<file path="config.mk">
export PLATFORM = sky130hd
export DESIGN_NAME = modified_julian_day_to_calendar_flat
export DESIGN_NICKNAME = d
export VERILOG_FILES = /design/src/design/mjdc_pkg.sv /design/src/design/mjdc_in_if.sv /design/src/design/mjdc_out_if.sv /design/src/design/modified_julian_day_to_calendar.sv /design/src/design/mjdc_time_pipe.sv /design/src/design/mjdc_date_pipe.sv /design/src/flat_wrapper.sv
export VERILOG_INCLUDE_DIRS = /design/src /design/src/design
export SDC_FILE = /design/constraint.sdc
export NUM_CORES = 2
export LEC_CHECK = 0
export BUFFER_PORTS_ARGS = -buffer_cell sky130_fd_sc_hd__buf_4
export CAP_MARGIN = 0
export CELL_PAD_IN_SITES_DETAIL_PLACEMENT = 1
export CELL_PAD_IN_SITES_GLOBAL_PLACEMENT = 1
export CORE_UTILIZATION = 54
export DETAILED_ROUTE_END_ITERATION = 10
export GPL_TIMING_DRIVEN = 0
export PLACE_DENSITY_LB_ADDON = 0.1
export SLEW_MARGIN = 40
export SYNTH_ARGS = -nofsm -noshare
export SYNTH_HDL_FRONTEND = slang
export SYNTH_SLANG_ARGS = --single-unit
</file>
<file path="constraint.sdc">
create_clock -name clk -period 53.1 [get_ports clk]
set_clock_uncertainty 0.2 [all_clocks]
set_input_delay 15.93 -clock clk [delete_from_list [all_inputs] [get_ports clk]]
set_output_delay 15.93 -clock clk [all_outputs]
set_load 0.02 [all_outputs]
</file>
<file path="src/design/modified_julian_day_to_calendar_defines.svh">
// ----------------------------------------------------------------------------
// Assertion macros for the MJD to calendar converter
// Concurrent checks on a clock with an active-low reset; empty in synthesis.
// ----------------------------------------------------------------------------
`ifndef MODIFIED_JULIAN_DAY_TO_CALENDAR_DEFINES_SVH
`define MODIFIED_JULIAN_DAY_TO_CALENDAR_DEFINES_SVH
`ifndef SYNTHESIS
// same-cycle implication
`define MJDC_ASSERT_IMPL(label, clk, rst_n, ante, cons) \
	label: assert property (@(posedge clk) disable iff (!rst_n) (ante) |-> (cons)) \
		else $error("mjdc assertion failed");
// next-cycle implication
`define MJDC_ASSERT_NEXT(label, clk, rst_n, ante, cons) \
	label: assert property (@(posedge clk) disable iff (!rst_n) (ante) |=> (cons)) \
		else $error("mjdc assertion failed");
`else
`define MJDC_ASSERT_IMPL(label, clk, rst_n, ante, cons)
`define MJDC_ASSERT_NEXT(label, clk, rst_n, ante, cons)
`endif
`endif

</file>
<file path="src/design/mjdc_pkg.sv">
// ----------------------------------------------------------------------------
// mjdc_pkg
// Widths, constants and payload types of the MJD to calendar converter.
// Constant divisions use exact reciprocals: floor(x*C/D) = (x*R) >> S with
// R = ceil(C*2^S/D) and S = width(x) + clog2(D).
// ----------------------------------------------------------------------------
package mjdc_pkg;

	localparam int FRAC_BITS  = 40;
	localparam int DAY_BITS   = 20;
	localparam int NUM_STAGES = 9;

	localparam int YEAR_W   = 13;
	localparam int MONTH_W  = 4;
	localparam int MDAY_W   = 5;
	localparam int HOUR_W   = 5;
	localparam int MINUTE_W = 6;
	localparam int SEC_W    = 23;

	// time of day scaling: 8640000000 = 2^11 * 4218750
	localparam longint unsigned SCALE_ODD = 64'd4218750;
	localparam int SCALE_W     = 23;
	localparam int SCALE_SHIFT = FRAC_BITS - 11;
	localparam int LO_BITS     = FRAC_BITS / 2;
	localparam int HI_BITS     = FRAC_BITS - LO_BITS;
	localparam int LO_P_W      = LO_BITS + SCALE_W;
	localparam int HI_P_W      = HI_BITS + SCALE_W;
	localparam int SUM_W       = FRAC_BITS + SCALE_W + 1;
	localparam int UNITS_W     = 34;
	localparam longint unsigned UNITS_PER_DAY    = 64'd8640000000;
	localparam longint unsigned UNITS_PER_HOUR   = 64'd360000000;
	localparam longint unsigned UNITS_PER_MINUTE = 64'd6000000;

	// hour = (units >> 9) / 703125
	localparam int HOUR_X_SHIFT = 9;
	localparam int HOUR_X_W     = UNITS_W - HOUR_X_SHIFT;
	localparam longint unsigned HOUR_DIV = 64'd703125;
	localparam int HOUR_S   = HOUR_X_W + 20;
	localparam longint unsigned HOUR_R = ((64'd1 << HOUR_S) + HOUR_DIV - 64'd1) / HOUR_DIV;
	localparam int HOUR_P_W = HOUR_S + HOUR_W;
	localparam int REM_H_W  = 29;

	// minute = (rem >> 7) / 46875
	localparam int MIN_X_SHIFT = 7;
	localparam int MIN_X_W     = REM_H_W - MIN_X_SHIFT;
	localparam longint unsigned MIN_DIV = 64'd46875;
	localparam int MIN_S   = MIN_X_W + 16;
	localparam longint unsigned MIN_R = ((64'd1 << MIN_S) + MIN_DIV - 64'd1) / MIN_DIV;
	localparam int MIN_P_W = MIN_S + MINUTE_W;

	// day number to Gregorian date
	localparam longint unsigned DAY_OFFSET = 64'd2468570;
	localparam int TW    = ((DAY_BITS > 21) ? DAY_BITS : 21) + 2;
	localparam int CYC_W = TW + 2;

	localparam longint unsigned N_MUL = 64'd4;
	localparam longint unsigned N_DIV = 64'd146097;
	localparam int N_S   = TW + 18;
	localparam longint unsigned N_R = ((N_MUL << N_S) + N_DIV - 64'd1) / N_DIV;
	localparam int NW    = TW - 14;
	localparam int N_P_W = N_S + NW;
	localparam longint unsigned CYCLE_DAYS = 64'd146097;

	localparam int L1W   = 16;
	localparam int Y1_XW = L1W + 1;
	localparam longint unsigned Y1_MUL = 64'd4000;
	localparam longint unsigned Y1_DIV = 64'd1461001;
	localparam int Y1_S   = Y1_XW + 21;
	localparam longint unsigned Y1_R = ((Y1_MUL << Y1_S) + Y1_DIV - 64'd1) / Y1_DIV;
	localparam int Y1W    = 7;
	localparam int Y1_P_W = Y1_S + Y1W;

	localparam longint unsigned QUAD_YEAR_DAYS = 64'd1461;
	localparam longint unsigned MARCH_BIAS     = 64'd31;
	localparam int L2_CALC_W = L1W + 2;
	localparam int L2W       = 10;

	localparam longint unsigned M1_MUL = 64'd80;
	localparam longint unsigned M1_DIV = 64'd2447;
	localparam int M1_S   = L2W + 12;
	localparam longint unsigned M1_R = ((M1_MUL << M1_S) + M1_DIV - 64'd1) / M1_DIV;
	localparam int M1W    = 4;
	localparam int M1_P_W = M1_S + M1W;

	localparam longint unsigned DD_MUL = 64'd2447;
	localparam longint unsigned DD_DIV = 64'd80;
	localparam int DD_S   = M1W + 7;
	localparam longint unsigned DD_R = ((DD_MUL << DD_S) + DD_DIV - 64'd1) / DD_DIV;
	localparam int DD_Q_W = 9;
	localparam int DD_P_W = DD_S + DD_Q_W;

	localparam longint unsigned L3_DIV = 64'd11;
	localparam int L3_S   = M1W + 4;
	localparam longint unsigned L3_R = ((64'd1 << L3_S) + L3_DIV - 64'd1) / L3_DIV;
	localparam int L3_P_W = L3_S + 1;

	localparam longint unsigned MONTH_BIAS    = 64'd2;
	localparam longint unsigned YEAR_MONTHS   = 64'd12;
	localparam longint unsigned CENTURY_YEARS = 64'd100;
	localparam longint unsigned YEAR_BIAS     = 64'd4900;

	typedef struct packed {
		logic [HOUR_W-1:0]   hour;
		logic [MINUTE_W-1:0] minute;
		logic [SEC_W-1:0]    second_units;
	} tod_t;

	typedef struct packed {
		logic [YEAR_W-1:0]  year;
		logic [MONTH_W-1:0] month;
		logic [MDAY_W-1:0]  day_of_month;
	} cal_date_t;

endpackage

</file>
<file path="src/design/mjdc_in_if.sv">
// ----------------------------------------------------------------------------
// mjdc_in_if
// Valid/ready channel carrying one Modified Julian Date.
// ----------------------------------------------------------------------------
interface mjdc_in_if;
	logic                              valid;
	logic                              ready;
	logic [mjdc_pkg::DAY_BITS-1:0]     mjd_day;
	logic [mjdc_pkg::FRAC_BITS-1:0]    day_fraction;

	modport source (output valid, output mjd_day, output day_fraction, input ready);
	modport sink (input valid, input mjd_day, input day_fraction, output ready);
endinterface

</file>
<file path="src/design/mjdc_out_if.sv">
// ----------------------------------------------------------------------------
// mjdc_out_if
// Valid/ready channel carrying one calendar date and time of day.
// ----------------------------------------------------------------------------
interface mjdc_out_if;
	logic                              valid;
	logic                              ready;
	logic [mjdc_pkg::YEAR_W-1:0]       year;
	logic [mjdc_pkg::MONTH_W-1:0]      month;
	logic [mjdc_pkg::MDAY_W-1:0]       day_of_month;
	logic [mjdc_pkg::HOUR_W-1:0]       hour;
	logic [mjdc_pkg::MINUTE_W-1:0]     minute;
	logic [mjdc_pkg::SEC_W-1:0]        second_units;

	modport source (output valid, output year, output month, output day_of_month,
		output hour, output minute, output second_units, input ready);
	modport sink (input valid, input year, input month, input day_of_month,
		input hour, input minute, input second_units, output ready);
endinterface

</file>
<file path="src/design/modified_julian_day_to_calendar.sv">
// ----------------------------------------------------------------------------
// modified_julian_day_to_calendar
// Modified Julian Date to Gregorian date and time of day.
//
// Channel mjd takes a whole day number and a 2^-40 day fraction; channel cal
// returns year, month, day of month, hour, minute and seconds within the
// minute in 10 us units. The fraction is rounded half up; a rounded full day
// rolls into the next date.
// One transaction leaves cal for every transaction taken on mjd, in order.
// Each transaction passes through the nine register stages of the date path
// and the time path before cal.valid rises. Throughput is one transaction
// per cycle while cal does not stall.
// Reset clears the stage valid bits only; the data registers are not reset.
// When cal.ready is low with a result waiting, every stage holds and
// mjd.ready drops in the same cycle; nothing is lost or repeated.
// ----------------------------------------------------------------------------
`include "modified_julian_day_to_calendar_defines.svh"

module modified_julian_day_to_calendar (
	input  logic              clk,
	input  logic              arst_n,
	mjdc_in_if.sink           mjd,
	mjdc_out_if.source        cal
);

	logic                            adv;
	logic [mjdc_pkg::NUM_STAGES-1:0] vld_s;
	logic                            day_carry;
	mjdc_pkg::tod_t                  tod;
	mjdc_pkg::cal_date_t             cal_date;

	assign adv       = !vld_s[mjdc_pkg::NUM_STAGES-1] || cal.ready;
	assign mjd.ready = adv;

	always_ff @(posedge clk or negedge arst_n) begin
		if (!arst_n) begin
			vld_s <= '0;
		end else if (adv) begin
			vld_s <= {vld_s[mjdc_pkg::NUM_STAGES-2:0], mjd.valid};
		end
	end

	mjdc_time_pipe u_time (
		.clk          (clk),
		.adv          (adv),
		.day_fraction (mjd.day_fraction),
		.day_carry    (day_carry),
		.tod          (tod)
	);

	mjdc_date_pipe u_date (
		.clk       (clk),
		.adv       (adv),
		.mjd_day   (mjd.mjd_day),
		.day_carry (day_carry),
		.cal_date  (cal_date)
	);

	assign cal.valid        = vld_s[mjdc_pkg::NUM_STAGES-1];
	assign cal.year         = cal_date.year;
	assign cal.month        = cal_date.month;
	assign cal.day_of_month = cal_date.day_of_month;
	assign cal.hour         = tod.hour;
	assign cal.minute       = tod.minute;
	assign cal.second_units = tod.second_units;

	`MJDC_ASSERT_NEXT(a_accept_enters, clk, arst_n, mjd.valid && mjd.ready, vld_s[0])
	`MJDC_ASSERT_NEXT(a_stall_holds, clk, arst_n, !adv, $stable(vld_s))
	`MJDC_ASSERT_IMPL(a_date_range, clk, arst_n, cal.valid, (cal.month >= 4'd1) && (cal.month <= 4'd12) && (cal.day_of_month >= 5'd1))
	`MJDC_ASSERT_IMPL(a_time_range, clk, arst_n, cal.valid, (cal.hour <= 5'd23) && (cal.minute <= 6'd59) && (cal.second_units < 23'd6000000))

endmodule

</file>
<file path="src/design/mjdc_time_pipe.sv">
// ----------------------------------------------------------------------------
// mjdc_time_pipe
// Day fraction to hour, minute and 10 us seconds, nine register stages.
// Flags the carry of a rounded full day into the day number.
// ----------------------------------------------------------------------------
module mjdc_time_pipe (
	input  logic                           clk,
	input  logic                           adv,
	input  logic [mjdc_pkg::FRAC_BITS-1:0] day_fraction,
	output logic                           day_carry,
	output mjdc_pkg::tod_t                 tod
);

	logic [mjdc_pkg::LO_P_W-1:0]   lo_prod_s1;
	logic [mjdc_pkg::HI_P_W-1:0]   hi_prod_s1;
	logic [mjdc_pkg::SUM_W-1:0]    sum;
	logic [mjdc_pkg::UNITS_W-1:0]  units_s2;
	logic [mjdc_pkg::UNITS_W-1:0]  units_s3;
	logic [mjdc_pkg::HOUR_P_W-1:0] hour_prod;
	logic [mjdc_pkg::HOUR_W-1:0]   hour_s4;
	logic [mjdc_pkg::UNITS_W-1:0]  units_s4;
	logic [mjdc_pkg::UNITS_W-1:0]  hour_base;
	logic [mjdc_pkg::UNITS_W-1:0]  rem_h_full;
	logic [mjdc_pkg::REM_H_W-1:0]  rem_h_s5;
	logic [mjdc_pkg::HOUR_W-1:0]   hour_s5;
	logic [mjdc_pkg::MIN_P_W-1:0]  min_prod;
	logic [mjdc_pkg::MINUTE_W-1:0] minute_s6;
	logic [mjdc_pkg::REM_H_W-1:0]  rem_h_s6;
	logic [mjdc_pkg::HOUR_W-1:0]   hour_s6;
	logic [mjdc_pkg::REM_H_W-1:0]  rem_m_full;
	mjdc_pkg::tod_t                tod_s7;
	mjdc_pkg::tod_t                tod_s8;
	mjdc_pkg::tod_t                tod_s9;

	assign sum = (mjdc_pkg::SUM_W'(hi_prod_s1) << mjdc_pkg::LO_BITS)
		+ mjdc_pkg::SUM_W'(lo_prod_s1)
		+ (mjdc_pkg::SUM_W'(1) << (mjdc_pkg::SCALE_SHIFT - 1));

	assign day_carry = (units_s2 >= mjdc_pkg::UNITS_W'(mjdc_pkg::UNITS_PER_DAY));

	assign hour_prod = mjdc_pkg::HOUR_P_W'(units_s3[mjdc_pkg::UNITS_W-1 -: mjdc_pkg::HOUR_X_W])
		* mjdc_pkg::HOUR_P_W'(mjdc_pkg::HOUR_R);

	assign hour_base = mjdc_pkg::UNITS_W'(hour_s4)
		* mjdc_pkg::UNITS_W'(mjdc_pkg::UNITS_PER_HOUR);
	assign rem_h_full = units_s4 - hour_base;

	assign min_prod = mjdc_pkg::MIN_P_W'(rem_h_s5[mjdc_pkg::REM_H_W-1 -: mjdc_pkg::MIN_X_W])
		* mjdc_pkg::MIN_P_W'(mjdc_pkg::MIN_R);

	assign rem_m_full = rem_h_s6 - mjdc_pkg::REM_H_W'(minute_s6)
		* mjdc_pkg::REM_H_W'(mjdc_pkg::UNITS_PER_MINUTE);

	always_ff @(posedge clk) begin
		if (adv) begin
			lo_prod_s1 <= mjdc_pkg::LO_P_W'(day_fraction[mjdc_pkg::LO_BITS-1:0])
				* mjdc_pkg::LO_P_W'(mjdc_pkg::SCALE_ODD);
			hi_prod_s1 <= mjdc_pkg::HI_P_W'(day_fraction[mjdc_pkg::FRAC_BITS-1:mjdc_pkg::LO_BITS])
				* mjdc_pkg::HI_P_W'(mjdc_pkg::SCALE_ODD);

			units_s2 <= sum[mjdc_pkg::SCALE_SHIFT +: mjdc_pkg::UNITS_W];

			units_s3 <= day_carry ? units_s2 - mjdc_pkg::UNITS_W'(mjdc_pkg::UNITS_PER_DAY)
				: units_s2;

			hour_s4  <= hour_prod[mjdc_pkg::HOUR_S +: mjdc_pkg::HOUR_W];
			units_s4 <= units_s3;

			rem_h_s5 <= rem_h_full[mjdc_pkg::REM_H_W-1:0];
			hour_s5  <= hour_s4;

			minute_s6 <= min_prod[mjdc_pkg::MIN_S +: mjdc_pkg::MINUTE_W];
			rem_h_s6  <= rem_h_s5;
			hour_s6   <= hour_s5;

			tod_s7.hour         <= hour_s6;
			tod_s7.minute       <= minute_s6;
			tod_s7.second_units <= rem_m_full[mjdc_pkg::SEC_W-1:0];

			tod_s8 <= tod_s7;
			tod_s9 <= tod_s8;
		end
	end

	assign tod = tod_s9;

endmodule

</file>
<file path="src/design/mjdc_date_pipe.sv">
// ----------------------------------------------------------------------------
// mjdc_date_pipe
// MJD day number to Gregorian year, month and day, nine register stages,
// with constant multiplies and reciprocal divisions in place of dividers.
// ----------------------------------------------------------------------------
module mjdc_date_pipe (
	input  logic                          clk,
	input  logic                          adv,
	input  logic [mjdc_pkg::DAY_BITS-1:0] mjd_day,
	input  logic                          day_carry,
	output mjdc_pkg::cal_date_t           cal_date
);

	logic [mjdc_pkg::DAY_BITS-1:0]  day_s1;
	logic [mjdc_pkg::DAY_BITS-1:0]  day_s2;
	logic [mjdc_pkg::TW-1:0]        t_s3;
	logic [mjdc_pkg::N_P_W-1:0]     n_prod;
	logic [mjdc_pkg::NW-1:0]        n_s4;
	logic [mjdc_pkg::TW-1:0]        t_s4;
	logic [mjdc_pkg::CYC_W-1:0]     cyc_days;
	logic [mjdc_pkg::CYC_W-1:0]     l1_full;
	logic [mjdc_pkg::L1W-1:0]       l1_s5;
	logic [mjdc_pkg::NW-1:0]        n_s5;
	logic [mjdc_pkg::Y1_XW-1:0]     y1_x;
	logic [mjdc_pkg::Y1_P_W-1:0]    y1_prod;
	logic [mjdc_pkg::Y1W-1:0]       y1_s6;
	logic [mjdc_pkg::L1W-1:0]       l1_s6;
	logic [mjdc_pkg::NW-1:0]        n_s6;
	logic [mjdc_pkg::L2_CALC_W-1:0] l2_full;
	logic [mjdc_pkg::L2W-1:0]       l2_s7;
	logic [mjdc_pkg::Y1W-1:0]       y1_s7;
	logic [mjdc_pkg::NW-1:0]        n_s7;
	logic [mjdc_pkg::M1_P_W-1:0]    m1_prod;
	logic [mjdc_pkg::M1W-1:0]       m1_s8;
	logic [mjdc_pkg::L2W-1:0]       l2_s8;
	logic [mjdc_pkg::Y1W-1:0]       y1_s8;
	logic [mjdc_pkg::NW-1:0]        n_s8;
	logic [mjdc_pkg::DD_P_W-1:0]    dd_prod;
	logic [mjdc_pkg::L2W-1:0]       mday_full;
	logic [mjdc_pkg::L3_P_W-1:0]    l3_prod;
	logic                           l3;
	logic [mjdc_pkg::M1W-1:0]       month_full;
	logic [mjdc_pkg::YEAR_W-1:0]    year_full;
	mjdc_pkg::cal_date_t            date_s9;

	assign n_prod = mjdc_pkg::N_P_W'(t_s3) * mjdc_pkg::N_P_W'(mjdc_pkg::N_R);

	assign cyc_days = (mjdc_pkg::CYC_W'(n_s4) * mjdc_pkg::CYC_W'(mjdc_pkg::CYCLE_DAYS)
		+ mjdc_pkg::CYC_W'(3)) >> 2;
	assign l1_full = mjdc_pkg::CYC_W'(t_s4) - cyc_days;

	assign y1_x    = mjdc_pkg::Y1_XW'(l1_s5) + mjdc_pkg::Y1_XW'(1);
	assign y1_prod = mjdc_pkg::Y1_P_W'(y1_x) * mjdc_pkg::Y1_P_W'(mjdc_pkg::Y1_R);

	assign l2_full = mjdc_pkg::L2_CALC_W'(l1_s6) + mjdc_pkg::L2_CALC_W'(mjdc_pkg::MARCH_BIAS)
		- ((mjdc_pkg::L2_CALC_W'(y1_s6) * mjdc_pkg::L2_CALC_W'(mjdc_pkg::QUAD_YEAR_DAYS)) >> 2);

	assign m1_prod = mjdc_pkg::M1_P_W'(l2_s7) * mjdc_pkg::M1_P_W'(mjdc_pkg::M1_R);

	assign dd_prod   = mjdc_pkg::DD_P_W'(m1_s8) * mjdc_pkg::DD_P_W'(mjdc_pkg::DD_R);
	assign mday_full = l2_s8 - mjdc_pkg::L2W'(dd_prod[mjdc_pkg::DD_S +: mjdc_pkg::DD_Q_W]);
	assign l3_prod   = mjdc_pkg::L3_P_W'(m1_s8) * mjdc_pkg::L3_P_W'(mjdc_pkg::L3_R);
	assign l3        = l3_prod[mjdc_pkg::L3_S];
	assign month_full = m1_s8 + mjdc_pkg::M1W'(mjdc_pkg::MONTH_BIAS)
		- mjdc_pkg::M1W'(mjdc_pkg::YEAR_MONTHS) * mjdc_pkg::M1W'(l3);
	assign year_full = mjdc_pkg::YEAR_W'(n_s8) * mjdc_pkg::YEAR_W'(mjdc_pkg::CENTURY_YEARS)
		+ mjdc_pkg::YEAR_W'(y1_s8) + mjdc_pkg::YEAR_W'(l3)
		- mjdc_pkg::YEAR_W'(mjdc_pkg::YEAR_BIAS);

	always_ff @(posedge clk) begin
		if (adv) begin
			day_s1 <= mjd_day;
			day_s2 <= day_s1;

			t_s3 <= mjdc_pkg::TW'(day_s2) + mjdc_pkg::TW'(mjdc_pkg::DAY_OFFSET)
				+ mjdc_pkg::TW'(day_carry);

			n_s4 <= n_prod[mjdc_pkg::N_S +: mjdc_pkg::NW];
			t_s4 <= t_s3;

			l1_s5 <= l1_full[mjdc_pkg::L1W-1:0];
			n_s5  <= n_s4;

			y1_s6 <= y1_prod[mjdc_pkg::Y1_S +: mjdc_pkg::Y1W];
			l1_s6 <= l1_s5;
			n_s6  <= n_s5;

			l2_s7 <= l2_full[mjdc_pkg::L2W-1:0];
			y1_s7 <= y1_s6;
			n_s7  <= n_s6;

			m1_s8 <= m1_prod[mjdc_pkg::M1_S +: mjdc_pkg::M1W];
			l2_s8 <= l2_s7;
			y1_s8 <= y1_s7;
			n_s8  <= n_s7;

			date_s9.year         <= year_full;
			date_s9.month        <= month_full;
			date_s9.day_of_month <= mday_full[mjdc_pkg::MDAY_W-1:0];
		end
	end

	assign cal_date = date_s9;

endmodule

</file>
<file path="src/flat_wrapper.sv">
// flat-port wrapper written by rule: the top's interface ports become plain ports
module modified_julian_day_to_calendar_flat 
  (clk, arst_n, mjd_valid, mjd_mjd_day, mjd_day_fraction, mjd_ready, cal_valid, cal_year, cal_month, cal_day_of_month, cal_hour, cal_minute, cal_second_units, cal_ready);
  mjdc_in_if mjd_i ();
  mjdc_out_if cal_i ();
  input  logic clk;
  input  logic arst_n;
  input wire logic [$bits(mjd_i.valid)-1:0] mjd_valid;
  input wire logic [$bits(mjd_i.mjd_day)-1:0] mjd_mjd_day;
  input wire logic [$bits(mjd_i.day_fraction)-1:0] mjd_day_fraction;
  output wire logic [$bits(mjd_i.ready)-1:0] mjd_ready;
  output wire logic [$bits(cal_i.valid)-1:0] cal_valid;
  output wire logic [$bits(cal_i.year)-1:0] cal_year;
  output wire logic [$bits(cal_i.month)-1:0] cal_month;
  output wire logic [$bits(cal_i.day_of_month)-1:0] cal_day_of_month;
  output wire logic [$bits(cal_i.hour)-1:0] cal_hour;
  output wire logic [$bits(cal_i.minute)-1:0] cal_minute;
  output wire logic [$bits(cal_i.second_units)-1:0] cal_second_units;
  input wire logic [$bits(cal_i.ready)-1:0] cal_ready;
  assign mjd_i.valid = mjd_valid;
  assign mjd_i.mjd_day = mjd_mjd_day;
  assign mjd_i.day_fraction = mjd_day_fraction;
  assign mjd_ready = mjd_i.ready;
  assign cal_valid = cal_i.valid;
  assign cal_year = cal_i.year;
  assign cal_month = cal_i.month;
  assign cal_day_of_month = cal_i.day_of_month;
  assign cal_hour = cal_i.hour;
  assign cal_minute = cal_i.minute;
  assign cal_second_units = cal_i.second_units;
  assign cal_i.ready = cal_ready;
  modified_julian_day_to_calendar u_core (.clk(clk), .arst_n(arst_n), .mjd(mjd_i), .cal(cal_i));
endmodule
</file>
# Word level (Yosys, flattened, before mapping)
# Index checks and enable logic that the tools add are counted.
# op_classes
add_sub_neg,18
multipliers,15
div,0
order_cmp,1
n_eq_ne,0
n_shift,0
muxes,1
n_bitwise,0
n_reduce_logical,2
# ops
operator,n
$mul 20x22->42 const B,2
$add 63x29->63 const B,1
$add 63x43->63,1
$mul 25x24->48 const B,1
$mul 23x24->47 const B,1
$mul 17x30->45 const B,1
$mul 22x23->44 const B,1
$ge 34x34->1 const B,1
$mux 34,1
$sub 34x34->34 const B,1
$sub 29x29->29,1
$mul 10x18->26 const B,1
$add 20x22->23 const B,1
$add 23x1->23,1
$sub 23x23->23,1
$mul 5x20->20 const B,1
$add 18x2->18 const B,1
$mul 8x18->18 const B,1
$add 16x1->17 const B,1
$mul 6x16->16 const B,1
$sub 16x16->16,1
$mul 4x14->14 const B,1
$add 13x1->13,1
$add 13x7->13,1
12 further kinds,12
# totals
regBits,572
latch_bits,0
ramBits,0
mem_bits_ro,0
output_inout_bits,58
elab_cells,78
memories,0

# Depth between registers and ports, before layout
# logic_depth
ltp_word,4
ltp_mapped,29
depth_no_buf,29

# Hierarchy
# Synthesis repeated with hierarchy kept, for this count alone.
# hier_totals
cells_unflattened,7050
hier_area_um2,79155.9
# modules_own_cells
mod,n_inst,cells_each,area_per_inst_um2,seq_area_each_um2
mjdc_time_pipe,1,4208,47695.7,10089.7
mjdc_date_pipe,1,2822,31083.6,6155.9
modified_julian_day_to_calendar,1,20,376.6,225.2

# Least setup slack after synthesis
# No wires, ideal clock.
# synth_path
path_kind,input to output
from,in cal_ready
to,out mjd_ready
arrival_time_ns,31.029
path_slack_ns,5.941
path_stages,2
cell_sequence,nand2b_1 clkbuf_1
# synth_between
elab_chain_cells,1
# synth_rtl
element,line_no,source
start: declaration,flat_wrapper.sv:19,input wire logic [$bits(cal_i.ready)-1:0] cal_ready;
$logic_or 1x1->1,modified_julian_day_to_calendar.sv:32,assign adv = !vld_s[mjdc_pkg::NUM_STAGES-1] || cal.ready;
end: declaration,flat_wrapper.sv:11,output wire logic [$bits(mjd_i.ready)-1:0] mjd_ready;
# No other way between the ends.

# Worst setup path after layout
# Ends and elaborated chain as after synthesis.

==> flow_metrics.env <==
export IMPL_whs_ns=0.2094
export IMPL_fin_area_mm2=0.08390
export IMPL_clkTransAtPathRegs_ns=0.07
export IMPL_critical_path_buf_inv_count=8
export IMPL_crit_path_end_kind="output pin"
export IMPL_grt_use_total=0.2673
export IMPL_initial_core_util=0.5436
export IMPL_cts_root_buf="clkbuf_16"
export IMPL_grt_antenna_before_repair=5
export IMPL_hold_end="u_core.u_time.hour_s6[4]"
export IMPL_met1_usage=0.3453
export IMPL_setup_viol=0
export IMPL_slowest_delay_ns=0.27
export IMPL_gp_congestion=0.9256
export IMPL_fmax_mhz=29.41
export IMPL_crit_chain="buf_4 > nand2b_1 > clkbuf_4 > buf_12 > buf_12 > buf_12 > buf_12 > buf_12 > buf_4"
export IMPL_critPathMostFrequentCell="buf_12"
export IMPL_vias=47665
export IMPL_cts_sink_count=550
export IMPL_status="finished clean"
export IMPL_slew_headroom=0.4572
export IMPL_worst_hold_path_type="register to register"
export IMPL_worst_pin_slew_ns=0.8084
export IMPL_timing_rr_start="u_core.u_date.l1_s5[0]"
export IMPL_post_cts_buffers=0
export IMPL_syn_area_mm2=0.07799
export IMPL_finalCritPeriodShare=0.6404
export IMPL_grt_busiest_layer="met2"
export IMPL_clkLatencyLatePin_ns=0.66
export IMPL_dieHeight_um=382.0
export IMPL_core_area_mm2=0.1435
export IMPL_routedWlPerCell_um=20.46
export IMPL_gr_total_overflow=0
export IMPL_die_area_mm2=0.1460
export IMPL_synth_ff_type="edfxtp_1"
export IMPL_wirelength_mm=184.6
export IMPL_clockBufferDepth=3
export IMPL_placed_area_mm2=0.08164
export IMPL_postCtsHoldBufs=0
export IMPL_hold_start="u_core.u_time.hour_s5[4]"
export IMPL_worstReg2RegEnd="u_core.u_date.y1_s6[6]"
export IMPL_rr_worst_depth=28
export IMPL_cts_buffers=70
export IMPL_path_delay_family="buffers and inverters"
export IMPL_ys_seq_area_frac=0.2112
export IMPL_drive_gt1_frac=0.04216
export IMPL_drtPass1Iterations=5
export IMPL_critPathMaxFanout=41
export IMPL_cts_max_level=3
export IMPL_cp_slowest_cell="buf_12"
export IMPL_rows=139
export IMPL_ys_types=76
export IMPL_worstPathArrival_ns=17.88
export IMPL_antenna_left=0
export IMPL_async_flop_share=0.01636
export IMPL_grt_pass1_vias=55792
export IMPL_final_min_clock_period_ns=34.01
export IMPL_synth_edf_count=541
export IMPL_rsz0062_at_grt="no"
export IMPL_grt_max_degree=47
export IMPL_syn_avg_cell_area_um2=11.38
export IMPL_yosysWarnings=0
export IMPL_synthCells=6854
export IMPL_synth_fp_nets=9688
export IMPL_grt_use_met2=0.4647
export IMPL_io_pins=122
export IMPL_hold_violations=0
export IMPL_vias_per_cell=5.284
export IMPL_drv_cap=0
export IMPL_fin_nets=9897
export IMPL_grt_pass1_wl_mm=301.6
export IMPL_rrSetupSlack_ns=44.19
export IMPL_holdPathStages=0
export IMPL_cp_data_required_time_ns=36.97
export IMPL_path_class="primary input to output pin"
export IMPL_use_met3=0.04075
export IMPL_cts_resized=0
export IMPL_fin_setup_tns_ns=0
export IMPL_drv_slew=0
export IMPL_drc_errors=0
export IMPL_port_buffers=121
export IMPL_die_w_um=382.0
export IMPL_ys_seq_elements=550
export IMPL_tritoncts="done"
export IMPL_syn2layout_area_growth_pct=7.582
export IMPL_dp_hpwl_mm=161.9
export IMPL_drtIter0Drc=1753
export IMPL_critPathLaunchType="primary input"
-- worst register-to-register path, delay by kind of cell (launching register included) --
family / cells / cell delay, ns
AO/OA/AOI/OAI: 6 / 1.33
AND/OR/NAND/NOR: 8 / 1.45
flip-flops: 1 / 0.51
adder cells (fa/ha/maj): 7 / 3.36
buffers and inverters: 6 / 1.20
XOR/XNOR: 1 / 0.60
-- stage by stage --
step,setup slack (ns),std cells,utilization
finish,19.09,9020,0.5848
floorplan,5.941,6854,-
detailed placement,19.07,8894,0.5690
global placement,-2.557,8878,0.5665
CTS,19.07,9018,0.5847
global route,18.95,9019,0.5848
-- cell usage after synthesis, types with 35 or more instances --
| cell type | number | share of area |
|---|---|---|
| nand4_1 | 35 | 0.0028 |
| xor2_1 | 106 | 0.012 |
| fa_1 | 1263 | 0.32 |
| o21bai_1 | 38 | 0.0037 |
| inv_1 | 2017 | 0.097 |
| edfxtp_1 | 541 | 0.21 |
| nand3_1 | 68 | 0.0044 |
| nor3_1 | 47 | 0.0030 |
| a21oi_1 | 207 | 0.013 |
| ha_1 | 1507 | 0.24 |
| nand2_1 | 105 | 0.0051 |
| nor2_1 | 147 | 0.0071 |
| a21o_1 | 93 | 0.0090 |
| xnor2_1 | 219 | 0.025 |
| o21ai_0 | 93 | 0.0060 |
| o21a_1 | 41 | 0.0039 |
-- cell type report --
type / instances / area, um^2
clock inverter: 40 / 435.4
multi-input combinational: 4280 / 53970
fill: 15105 / 59580
tap: 1903 / 2381
inverter: 2018 / 7575
sequential: 550 / 16470
antenna: 2 / 5.005
timing repair buffer: 137 / 1219
buffer: 6 / 27.53
clock buffer: 84 / 1826
-- metal layers --
metal / vias to the layer above / part of all wire
met4: 6 / 0.028
met1: 24452 / 0.43
met2: 735 / 0.50
li1: 22232 / -
met5: - / 0.00023
met3: 240 / 0.042
-- sequential cells by signal (all words and copies together), names as in the netlist, 20 cells and up --
| signal | count |
|---|---|
| u_core.u_time.hi_prod_s1 | 42 |
| u_core.u_time.tod | 34 |
| u_core.u_time.tod_s7 | 34 |
| u_core.u_time.tod_s8 | 34 |
| u_core.u_time.units_s2 | 34 |
| u_core.u_time.units_s3 | 34 |
| u_core.u_time.rem_h_s5 | 29 |
| u_core.u_time.units_s4 | 29 |
| u_core.u_time.rem_h_s6 | 23 |
| u_core.u_date.cal_date | 22 |
| u_core.u_time.lo_prod_s1 | 22 |
| u_core.u_date.t_s3 | 21 |
| u_core.u_date.day_s1 | 20 |
| u_core.u_date.day_s2 | 20 |
-- how the worst max path moves through the flow --
| stage | from | slack, ns | endpoint | cells past startpoint |
|---|---|---|---|---|
| final | cal_ready | 19.09 | mjd_ready | 9 |
| after global routing | cal_ready | 18.95 | mjd_ready | 9 |
| after CTS | cal_ready | 19.07 | mjd_ready | 9 |
| after detailed placement | cal_ready | 19.07 | mjd_ready | 9 |
| after global placement | cal_ready | -2.56 | mjd_ready | 4 |
| after floorplan | cal_ready | 5.94 | mjd_ready | 2 |
-- layout by cell type, fill, tap and decap left out, types with 11 or more instances in the layout --
cell	n
edfxtp_1	541
nand3_1	68
o211ai_1	11
buf_4	121
ha_1	1507
a31oi_1	12
o21a_1	41
or3_1	11
and3_1	29
or2_2	12
nor2_1	147
xnor2_1	216
a31o_2	11
xor2_1	105
clkbuf_16	71
a21boi_0	11
clkbuf_1	17
nand2_1	105
nor2b_1	34
and2_1	20
buf_12	15
nand2b_1	17
and4_1	11
a211oi_1	21
inv_1	2017
a21o_1	93
fa_1	1263
o21ai_0	93
nand4_1	35
nor3_1	47
o21bai_1	38
a21oi_1	207
-- logic make-up (layout without fill, tap and decap cells) --
family,Yosys count,after routing,share of synthesized area
buffers and inverters,2024,2285,0.09743
multiplexers,10,10,0.001428
AND/OR/NAND/NOR,554,554,0.03539
flip-flops,550,550,0.2112
XOR/XNOR,325,325,0.03650
other,0,2,0
AO/OA/AOI/OAI,621,621,0.05211
adder cells (fa/ha/maj),2770,2770,0.5660
Power is not shown: default switching activity piles up to over one toggle a cycle in this logic, so the estimate is an artifact.
